**src/bdq_pkg.sv**
```systemverilog
`default_nettype none
package bdq_pkg;

	localparam int unsigned DATA_W = 32;
	localparam int unsigned CMD_W  = 3;
	localparam int unsigned CAP_W  = 5;

	localparam logic [CAP_W-1:0]         CAP_RESET  = 5'd16;
	localparam logic signed [DATA_W-1:0] EMPTY_WORD = -32'sd1;

	typedef enum logic [CMD_W-1:0] {
		CMD_NONE       = 3'd0,
		CMD_PUSH_FRONT = 3'd1,
		CMD_PUSH_REAR  = 3'd2,
		CMD_POP_FRONT  = 3'd3,
		CMD_POP_REAR   = 3'd4
	} cmd_t;

	typedef enum logic [1:0] {
		ST_IDLE,
		ST_READ,
		ST_LOAD
	} state_t;

endpackage
`default_nettype wire

```
**src/bdq_if.sv**
```systemverilog
`default_nettype none
interface bdq_req_if;
	logic                                  valid;
	logic                                  ready;
	logic [bdq_pkg::CMD_W-1:0]             command;
	logic signed [bdq_pkg::DATA_W-1:0]     value;

	modport source (output valid, output command, output value, input ready);
	modport sink   (input valid, input command, input value, output ready);
endinterface

interface bdq_rsp_if;
	logic                                  valid;
	logic                                  ready;
	logic                                  ok;
	logic signed [bdq_pkg::DATA_W-1:0]     front_value;
	logic signed [bdq_pkg::DATA_W-1:0]     rear_value;
	logic                                  is_empty;
	logic                                  is_full;

	modport source (output valid, output ok, output front_value, output rear_value,
		output is_empty, output is_full, input ready);
	modport sink   (input valid, input ok, input front_value, input rear_value,
		input is_empty, input is_full, output ready);
endinterface
`default_nettype wire

```
**src/bounded_double_ended_queue.sv**
```systemverilog
// Bounded double-ended queue of signed 32-bit words held in a ring memory.
// Request channel (req): command and value; accepted when valid and ready are high.
// Commands insert at the front or rear, delete at the front or rear, or do nothing.
// Response channel (rsp): one response per request with ok, the front and rear
// words after the command (-1 when empty), and the empty and full flags.
// cfg_we/cfg_wdata write the capacity limit; values above DEPTH act as DEPTH.
// A request is taken only in the idle state, so a new request waits until the
// last one is loaded. The accepting cycle updates head, count and the written
// entry, the read state does the two-port memory read of front and rear, and
// the load state loads the response register, which then holds the response.
// The response register lets the next request be accepted and processed while
// a response waits; a stalled receiver holds the block in its load state until
// the response register frees.
// Reset: the queue is empty, capacity limit 16, no response pending.
// The memory contents are not cleared; only written entries are ever read.
`default_nettype none
module bounded_double_ended_queue #(
	parameter int unsigned DEPTH = 16
) (
	input  wire logic                         clk,
	input  wire logic                         arst_n,
	bdq_req_if.sink                           req,
	bdq_rsp_if.source                         rsp,
	input  wire logic                         cfg_we,
	input  wire logic [bdq_pkg::CAP_W-1:0]    cfg_wdata
);

	localparam int unsigned AW = (DEPTH > 1) ? $clog2(DEPTH) : 1;
	localparam int unsigned CW = $clog2(DEPTH + 1);
	localparam int unsigned SW = CW + 1;
	localparam int unsigned MW = (CW > bdq_pkg::CAP_W) ? CW : bdq_pkg::CAP_W;

	bdq_pkg::state_t                  state_q, state_d;
	logic [AW-1:0]                    head_q;
	logic [CW-1:0]                    count_q;
	logic [bdq_pkg::CAP_W-1:0]        cap_q;
	logic                             ok_q;

	logic signed [bdq_pkg::DATA_W-1:0] entry_mem_q [DEPTH];
	logic signed [bdq_pkg::DATA_W-1:0] front_s2, rear_s2;

	logic                             rsp_valid_q;
	logic                             rsp_ok_q, rsp_empty_q, rsp_full_q;
	logic signed [bdq_pkg::DATA_W-1:0] rsp_front_q, rsp_rear_q;

	logic                             accept, rd_en, load;
	logic                             wr_en;
	logic [AW-1:0]                    wr_addr;
	logic [AW-1:0]                    head_d;
	logic [CW-1:0]                    count_d;
	logic                             ok_d;
	logic [AW-1:0]                    head_dec, head_inc, tail_addr, rear_addr;
	logic [SW-1:0]                    tail_sum, rear_sum;
	logic [MW-1:0]                    cap_eff;
	logic                             is_full, is_empty;

	assign accept = req.valid && req.ready;

	always_comb begin
		cap_eff  = (MW'(cap_q) > MW'(DEPTH)) ? MW'(DEPTH) : MW'(cap_q);
		is_empty = (count_q == '0);
		is_full  = (MW'(count_q) >= cap_eff);
		head_dec = (head_q == '0) ? AW'(DEPTH - 1) : head_q - AW'(1);
		head_inc = (head_q == AW'(DEPTH - 1)) ? '0 : head_q + AW'(1);
		tail_sum = SW'(head_q) + SW'(count_q);
		tail_addr = (tail_sum >= SW'(DEPTH)) ? AW'(tail_sum - SW'(DEPTH)) : AW'(tail_sum);
		rear_sum = tail_sum - SW'(1);
		rear_addr = (rear_sum >= SW'(DEPTH)) ? AW'(rear_sum - SW'(DEPTH)) : AW'(rear_sum);
	end

	always_comb begin
		head_d  = head_q;
		count_d = count_q;
		ok_d    = 1'b1;
		wr_en   = 1'b0;
		wr_addr = tail_addr;
		case (req.command)
			bdq_pkg::CMD_NONE: begin
			end
			bdq_pkg::CMD_PUSH_FRONT: begin
				if (is_full) begin
					ok_d = 1'b0;
				end else begin
					head_d  = head_dec;
					count_d = count_q + CW'(1);
					wr_en   = 1'b1;
					wr_addr = head_dec;
				end
			end
			bdq_pkg::CMD_PUSH_REAR: begin
				if (is_full) begin
					ok_d = 1'b0;
				end else begin
					count_d = count_q + CW'(1);
					wr_en   = 1'b1;
				end
			end
			bdq_pkg::CMD_POP_FRONT: begin
				if (is_empty) begin
					ok_d = 1'b0;
				end else begin
					head_d  = head_inc;
					count_d = count_q - CW'(1);
				end
			end
			bdq_pkg::CMD_POP_REAR: begin
				if (is_empty) begin
					ok_d = 1'b0;
				end else begin
					count_d = count_q - CW'(1);
				end
			end
			default: begin
				ok_d = 1'b0;
			end
		endcase
	end

	always_comb begin
		state_d = state_q;
		case (state_q)
			bdq_pkg::ST_IDLE: begin
				if (accept) state_d = bdq_pkg::ST_READ;
			end
			bdq_pkg::ST_READ: begin
				state_d = bdq_pkg::ST_LOAD;
			end
			bdq_pkg::ST_LOAD: begin
				if (load) state_d = bdq_pkg::ST_IDLE;
			end
			default: begin
				state_d = bdq_pkg::ST_IDLE;
			end
		endcase
	end

	always_comb begin
		req.ready = 1'b0;
		rd_en     = 1'b0;
		load      = 1'b0;
		case (state_q)
			bdq_pkg::ST_IDLE: begin
				req.ready = 1'b1;
			end
			bdq_pkg::ST_READ: begin
				rd_en = 1'b1;
			end
			bdq_pkg::ST_LOAD: begin
				load = !rsp_valid_q || rsp.ready;
			end
			default: begin
			end
		endcase
	end

	always_ff @(posedge clk or negedge arst_n) begin
		if (!arst_n) begin
			state_q     <= bdq_pkg::ST_IDLE;
			head_q      <= '0;
			count_q     <= '0;
			cap_q       <= bdq_pkg::CAP_RESET;
			rsp_valid_q <= 1'b0;
		end else begin
			state_q <= state_d;
			if (cfg_we) cap_q <= cfg_wdata;
			if (accept) begin
				head_q  <= head_d;
				count_q <= count_d;
			end
			if (load) begin
				rsp_valid_q <= 1'b1;
			end else if (rsp.ready) begin
				rsp_valid_q <= 1'b0;
			end
		end
	end

	always_ff @(posedge clk) begin
		if (accept) ok_q <= ok_d;
		if (accept && wr_en) entry_mem_q[wr_addr] <= req.value;
		if (rd_en) begin
			front_s2 <= entry_mem_q[head_q];
			rear_s2  <= entry_mem_q[rear_addr];
		end
	end

	always_ff @(posedge clk) begin
		if (load) begin
			rsp_ok_q    <= ok_q;
			rsp_empty_q <= is_empty;
			rsp_full_q  <= is_full;
			rsp_front_q <= is_empty ? bdq_pkg::EMPTY_WORD : front_s2;
			rsp_rear_q  <= is_empty ? bdq_pkg::EMPTY_WORD : rear_s2;
		end
	end

	assign rsp.valid       = rsp_valid_q;
	assign rsp.ok          = rsp_ok_q;
	assign rsp.front_value = rsp_front_q;
	assign rsp.rear_value  = rsp_rear_q;
	assign rsp.is_empty    = rsp_empty_q;
	assign rsp.is_full     = rsp_full_q;

endmodule
`default_nettype wire

```
**src/flat_wrapper.sv**
```systemverilog
// flat-port wrapper written by rule: the top's interface ports become plain ports
module bounded_double_ended_queue_flat 
#(
	parameter int unsigned DEPTH = 16
)
  (clk, arst_n, cfg_we, cfg_wdata, req_valid, req_command, req_value, req_ready, rsp_valid, rsp_ok, rsp_front_value, rsp_rear_value, rsp_is_empty, rsp_is_full, rsp_ready);
  bdq_req_if req_i ();
  bdq_rsp_if rsp_i ();
  input  wire logic clk;
  input  wire logic arst_n;
  input  wire logic cfg_we;
  input  wire logic [bdq_pkg::CAP_W-1:0] cfg_wdata;
  input wire logic [$bits(req_i.valid)-1:0] req_valid;
  input wire logic [$bits(req_i.command)-1:0] req_command;
  input wire logic [$bits(req_i.value)-1:0] req_value;
  output wire logic [$bits(req_i.ready)-1:0] req_ready;
  output wire logic [$bits(rsp_i.valid)-1:0] rsp_valid;
  output wire logic [$bits(rsp_i.ok)-1:0] rsp_ok;
  output wire logic [$bits(rsp_i.front_value)-1:0] rsp_front_value;
  output wire logic [$bits(rsp_i.rear_value)-1:0] rsp_rear_value;
  output wire logic [$bits(rsp_i.is_empty)-1:0] rsp_is_empty;
  output wire logic [$bits(rsp_i.is_full)-1:0] rsp_is_full;
  input wire logic [$bits(rsp_i.ready)-1:0] rsp_ready;
  assign req_i.valid = req_valid;
  assign req_i.command = req_command;
  assign req_i.value = req_value;
  assign req_ready = req_i.ready;
  assign rsp_valid = rsp_i.valid;
  assign rsp_ok = rsp_i.ok;
  assign rsp_front_value = rsp_i.front_value;
  assign rsp_rear_value = rsp_i.rear_value;
  assign rsp_is_empty = rsp_i.is_empty;
  assign rsp_is_full = rsp_i.is_full;
  assign rsp_i.ready = rsp_ready;
  bounded_double_ended_queue #(.DEPTH(DEPTH)) u_core (.clk(clk), .arst_n(arst_n), .req(req_i), .rsp(rsp_i), .cfg_we(cfg_we), .cfg_wdata(cfg_wdata));
endmodule
```
**config.mk**
```make
export PLATFORM = sky130hd
export DESIGN_NAME = bounded_double_ended_queue_flat
export DESIGN_NICKNAME = d
export VERILOG_FILES = /design/src/bdq_pkg.sv /design/src/bdq_if.sv /design/src/bounded_double_ended_queue.sv /design/src/flat_wrapper.sv
export SDC_FILE = /design/constraint.sdc
export NUM_CORES = 1
export LEC_CHECK = 0
export BUFFER_PORTS_ARGS = -buffer_cell sky130_fd_sc_hd__buf_2
export CORE_MARGIN = 5
export CORE_UTILIZATION = 53
export CTS_BUF_LIST = sky130_fd_sc_hd__clkbuf_4
export CTS_CLUSTER_SIZE = 8
export DETAILED_ROUTE_END_ITERATION = 7
export GPL_TIMING_DRIVEN = 0
export PLACE_DENSITY = 0.73
export SETUP_SLACK_MARGIN = 0.1
export SLEW_MARGIN = 20
export SYNTH_ARGS = -nofsm -noshare
export SYNTH_HDL_FRONTEND = slang
export SYNTH_SLANG_ARGS = --single-unit
```
**constraint.sdc**
```tcl
create_clock -name clk -period 4 [get_ports clk]
set_input_delay 0.8 -clock clk [delete_from_list [all_inputs] [get_ports clk]]
set_output_delay 0.8 -clock clk [all_outputs]
set_load 0.005 [all_outputs]
```
== Word level (Yosys, flattened, before mapping) ==
Memories as Yosys holds them, arrays and structs flattened. A register that Yosys moved wholly into a read port is not among the register bits.
Cells that the tools add are included.
Operators by class
  add/subtract/negate cells: 8
  magnitude comparators: 4
  equality and inequality tests: 13
  multiplexer cells: 27
  reductions and logical operators: 16
Operators by type and width (number)
  $mux W4: 8
  $mux W5: 3
  $ge A6 B5 Y1 const B: 2
  $sub A4 B1 Y4 const B: 3
  $mux W1: 10
  $pmux W5 S2: 1
  $ne A2 B2 Y1 const B: 4
  $pmux W4 S2: 1
  $reduce_and A4 Y1: 2
  $add A4 B5 Y6: 1
  $eq A3 B2 Y1 const B: 2
  $pmux W2 S3: 1
  $reduce_bool A2 Y1: 3
  $sub A6 B1 Y6 const B: 1
  $add A5 B1 Y5 const B: 1
  $ge A5 B5 Y1: 1
  $gt A5 B5 Y1 const B: 1
  $logic_not A5 Y1: 1
  $sub A5 B1 Y5 const B: 1
  $add A4 B1 Y4 const B: 1
  $eq A4 B4 Y1 const B: 1
  $logic_not A4 Y1: 1
  $mux W2: 2
  $ne A2 B1 Y1 const B: 2
  12 further kinds: 14
Word-level totals
  register bits after elaboration: 85
  RAM bits: 512
  memories kept: 1
Memory list
  u_core.entry_mem_q: depth 16, bits a word 32, read ports 2, clocked after Yosys merged registers in 2, write ports 1, RTL line bounded_double_ended_queue.sv:39  | logic signed [bdq_pkg::DATA_W-1:0] entry_mem_q [DEPTH];

== Longest topological paths before layout ==
  depth after elaboration: 8
  gate-level depth with buffers: 10

== Least setup slack after synthesis ==
OpenSTA, ideal clock, no wires.
  path type: input to register
  start point: input port rsp_ready
  end point: register u_core.rsp_front_q (netlist bit u_core.rsp.front_value[0]) (enable)
  setup time: 500 ps
  arrival time: 3917 ps
  required time: 3500 ps
  setup slack: -417 ps
  cell stages on the path: 2
  path buffers: 0
  cell sequence: nand2b_1 nor2b_1
Between the ends
  cells in the longest elaborated chain, start to end: 2
Ends and longest elaborated chain
  from (decl): RTL line flat_wrapper.sv:23  | input wire logic [$bits(rsp_i.ready)-1:0] rsp_ready;
  $logic_or A1 B1 Y1: RTL line bounded_double_ended_queue.sv:149  | load = !rsp_valid_q || rsp.ready;
  $mux W1: RTL line bounded_double_ended_queue.sv:141  | case (state_q)
  named net u_core.load: RTL line bounded_double_ended_queue.sv:46  | logic accept, rd_en, load;
  to (signal assigned): RTL line bounded_double_ended_queue.sv:192  | rsp_front_q <= is_empty ? bdq_pkg::EMPTY_WORD : front_s2;
  to (decl): RTL line bounded_double_ended_queue.sv:44  | logic signed [bdq_pkg::DATA_W-1:0] rsp_front_q, rsp_rear_q;
The timed path passes the listed nets, and every way through them passes these cells.
A chain may end at the register's enable or synchronous reset.

== Worst setup path in the final report ==
  start point: register u_core.head_q[1]
  end point: memory u_core.entry_mem_q[3][6] (netlist name) (enable)
Between the ends
  cells in the longest elaborated chain, start to end: 5
  elaborated cells on any way between the ends: 9
Ends and longest elaborated chain
  from (decl): RTL line bounded_double_ended_queue.sv:34  | logic [AW-1:0] head_q;
  from (signal assigned): RTL line bounded_double_ended_queue.sv:159  | head_q <= '0;
  from (signal assigned): RTL line bounded_double_ended_queue.sv:167  | head_q <= head_d;
  $add A4 B5 Y6: RTL line bounded_double_ended_queue.sv:65  | tail_sum = SW'(head_q) + SW'(count_q);
  $ge A6 B5 Y1 or $sub A4 B1 Y4 (tied branches): RTL line bounded_double_ended_queue.sv:66  | tail_addr = (tail_sum >= SW'(DEPTH)) ? AW'(tail_sum - SW'(DEPTH)) : AW'(tail_sum);
  $mux W4: RTL line bounded_double_ended_queue.sv:66
  $mux W4: RTL line bounded_double_ended_queue.sv:81  | if (is_full) begin
  $mux W4 *: RTL line bounded_double_ended_queue.sv:77  | case (req.command)
  to (decl): RTL line bounded_double_ended_queue.sv:39
Mark *: on every way between the ends. The rest lies on a longest branch, timed or not.

==> flow_summary.toml <==
[logic_synthesis]
async_reset_ff_share_pct = 2.572
syn_nets = 1456
netlist_area_mm2 = 0.02951
seq_area_frac_synth_pct = 66.97
synth.top_cells.by_area = "edfxtp_1, mux4_2, mux2i_1"
synth_largest_area_cell = "edfxtp_1"
synth_ff_type = "edfxtp_1"
synth_commonest_cells = "edfxtp_1, mux4_2, mux2i_1"
synth_seq_cells = 661
synth.most_common_cell = "edfxtp_1"
synth_top_area_share_pct = 65.52
synth_edf_count = 644
netlist_instances = 1394
synth.distinct_cells = 55
synth.yosys.warnings = 0
syn_avg_cell_area_um2 = 21.17

[clock_network]
clk_latency_ps = 990
cts_tree = "done"
cts_htree_levels = 4
cts_buffer_depth = 3
cts_inserted_buffers = 158
root_buffer = "clkbuf_4"
clkTransAtPathRegs_ps = 60
clock_sinks = 661

[floorplan]
core_area_mm2 = 0.05509
die_x_um = 246.0
die_h_um = 246.0
start_util_pct = 53.57
die-area_mm2 = 0.06051
rows = 86
ios = 114

[routing]
dr_total_vias = 16230
vias_per_cell = 6.328
first_iter_violations = 1993
postRouteAntennaNets = 0
drc_errors = 0
dr.pass1.iters = 8
totalWireLength_um = 73960
wl_per_cell_um = 28.83

[cells_and_area]
fill_cells = 3899
syn_to_final_growth_pct = 15.90
utilization_pct = 62.09
seqCellArea_mm2 = 0.01977
fin_nets = 1775
drive_above_1_share_pct = 43.20
final-instance-count-excl-fill = 2565
multiInputGateArea_mm2 = 0.009410

[critical_path]
cp-end-kind = "register"
r2r_slack_ps = 180
critical_path.max_stage_delay_ps = 630
start_kind = "register"
worst_ep_required_time_ps = 4650
worstPathArrival_ps = 4470
crit_chain = "clkbuf_1 > buf_2 > inv_1 > ha_1 > o21bai_1 > a22oi_1 > nand4_1 > a21oi_4 > buf_16"
critPathMaxFanout = 12
path_class = "reg2reg"
reg2reg_depth = 9
r2r-start = "u_core.head_q[1]$_DFFE_PN0P_"
timing.rr.end = "u_core.entry_mem_q[3][6]$_DFFE_PP_"
slowest_stage = "a21oi_4"

[min_path]
min_delay_path_depth = 3
hp-start = "rsp_ready"
hold_class = "in2reg"
hold_end = "u_core.rsp.valid$_DFFE_PN0P_"

[grt]
antenna_found_initial = 5
grt_first_pass_wirelength_um = 109600
grt_max_degree = 26
grt_pass1_vias = 16980
overflow = 0
grt_use_total_pct = 25.05

[timing]
hold_violations = 0
setup_viol = 0
drv_slew = 0
relSlewSlack_pct = 28.57
worst_pin_slew_ps = 1071
fin_setup_tns_ps = 0
clock-skew-final_ps = 45.96
layout_min_cycle_time_ps = 3818
rsz0062_at_grt = "no"
max_freq_ghz = 0.2619
hold_ws_ps = 134.2
post-route-period-util_pct = 95.44

[placement]
dp_hpwl_um = 50610
place_inst = 2292
port_buffers = 113
place_congestion = 0.8366

[status]
status = "completed"

[flow_run]
maxCapViolCount = 0
timing repair:
item,4_1_cts,5_1_grt
pin swaps,0,2
setup buffers,0,2
gates cloned,0,0
setup endpoints to repair,32,43
gates resized for setup,16,8
hold buffers,7,0
hold endpoints to repair,22,0
logic make-up after synthesis:
logic type | share of synthesized area (%)
AOI/OAI and AO/OA | 1.136
adders and majority gates | 0.8055
buffers and inverters | 1.810
DFF | 66.97
xor gates and xnor gates | 0.5681
muxes | 25.68
and+or+nand+nor | 3.035
worst max-delay path by stage:
stage | start | to | slack, ps | cells after the start
after global routing | u_core.count_q[0]$_DFFE_PN0P_ | u_core.rear_s2[14]$_DFFE_PN_ | 100 | 10
final | u_core.head_q[1]$_DFFE_PN0P_ | u_core.entry_mem_q[3][6]$_DFFE_PP_ | 180 | 9
after floorplan | u_core.cap_q[4]$_DFFE_PN1P_ | u_core.entry_mem_q[3][0]$_DFFE_PP_ | 4 | 10
after global placement | u_core.head_q[1]$_DFFE_PN0P_ | u_core.entry_mem_q[8][14]$_DFFE_PP_ | -2530 | 9
after CTS | u_core.count_q[0]$_DFFE_PN0P_ | u_core.rear_s2[29]$_DFFE_PN_ | 50 | 10
after detailed placement | u_core.count_q[0]$_DFFE_PN0P_ | u_core.rear_s2[22]$_DFFE_PN_ | -490 | 10
flip-flops by register name (all words and copies together) (netlist names):
name                    flops
u_core.rear_s2             32
u_core.rsp.is_full          1
u_core.front_s2            32
u_core.rsp.rear_value      32
u_core.state_q              2
u_core.rsp.front_value     32
u_core.rsp.ok               1
u_core.ok_q                 1
u_core.rsp.valid            1
u_core.cap_q                5
u_core.head_q               4
u_core.entry_mem_q        512
u_core.count_q              5
u_core.rsp.is_empty         1
through the flow:
step,instance area [µm²],setup WS (ps)
after global routing,34210,101.8
after detailed placement,32180,-493.4
after floorplan,29520,4.074
after global placement,31020,-2533
final,34210,182.4
after CTS,34180,49.70
placed cells by master, fill, tap and decap left out, types with 3 or more instances in the layout:
cell type	count
mux2i_1	99
buf_4	3
clkinv_2	8
nand2_1	13
a21o_1	7
buf_6	12
nor2_1	12
xnor2_1	5
clkbuf_2	10
clkinv_1	29
a21oi_4	17
edfxtp_1	644
a31oi_1	3
nor2b_1	3
buf_12	3
buf_16	32
dlygate4sd3_1	7
mux2_2	9
a21oi_1	7
bufinv_16	4
o21ai_0	8
buf_2	160
or4_1	5
or3_1	3
mux4_2	288
clkbuf_4	217
inv_1	10
nand2b_1	70
nand3_1	13
dfrtp_1	16
nor3_1	3
clkbuf_1	16
ha_1	15
inv_2	6
nand4_1	18
metal layers:
metal | global-route usage [%] | up-vias | part of all wire (%)
met2 | 40.97 | 936 | 50
li1 | - | 6697 | -
met4 | 8.713 | 4 | 2.7
met3 | 6.693 | 159 | 9.1
met1 | 33.10 | 8436 | 38
met5 | 0 | - | 0.035
area by class of cell:
type	count	share of cell area, %
Buffer	91	1.514
Clock buffer	214	4.696
Tap cell	748	2.736
Clock inverter	48	0.8888
Antenna cell	2	0.01463
Sequential cell	661	57.78
Multi-Input combinational cell	631	27.51
Timing Repair Buffer	159	4.740
Inverter	11	0.1207
critical path: cells and delay by family, from the launching register on:
kind | cells | cell delay [ps]
adder cells (fa/ha/maj) | 1 | 250
AND/OR/NAND/NOR | 1 | 260
AO/OA/AOI/OAI | 3 | 1290
flip-flops | 1 | 520
buffers and inverters | 4 | 1150
Power is not shown: default switching activity piles up to over one toggle a cycle in this logic, so the estimate is an artifact.
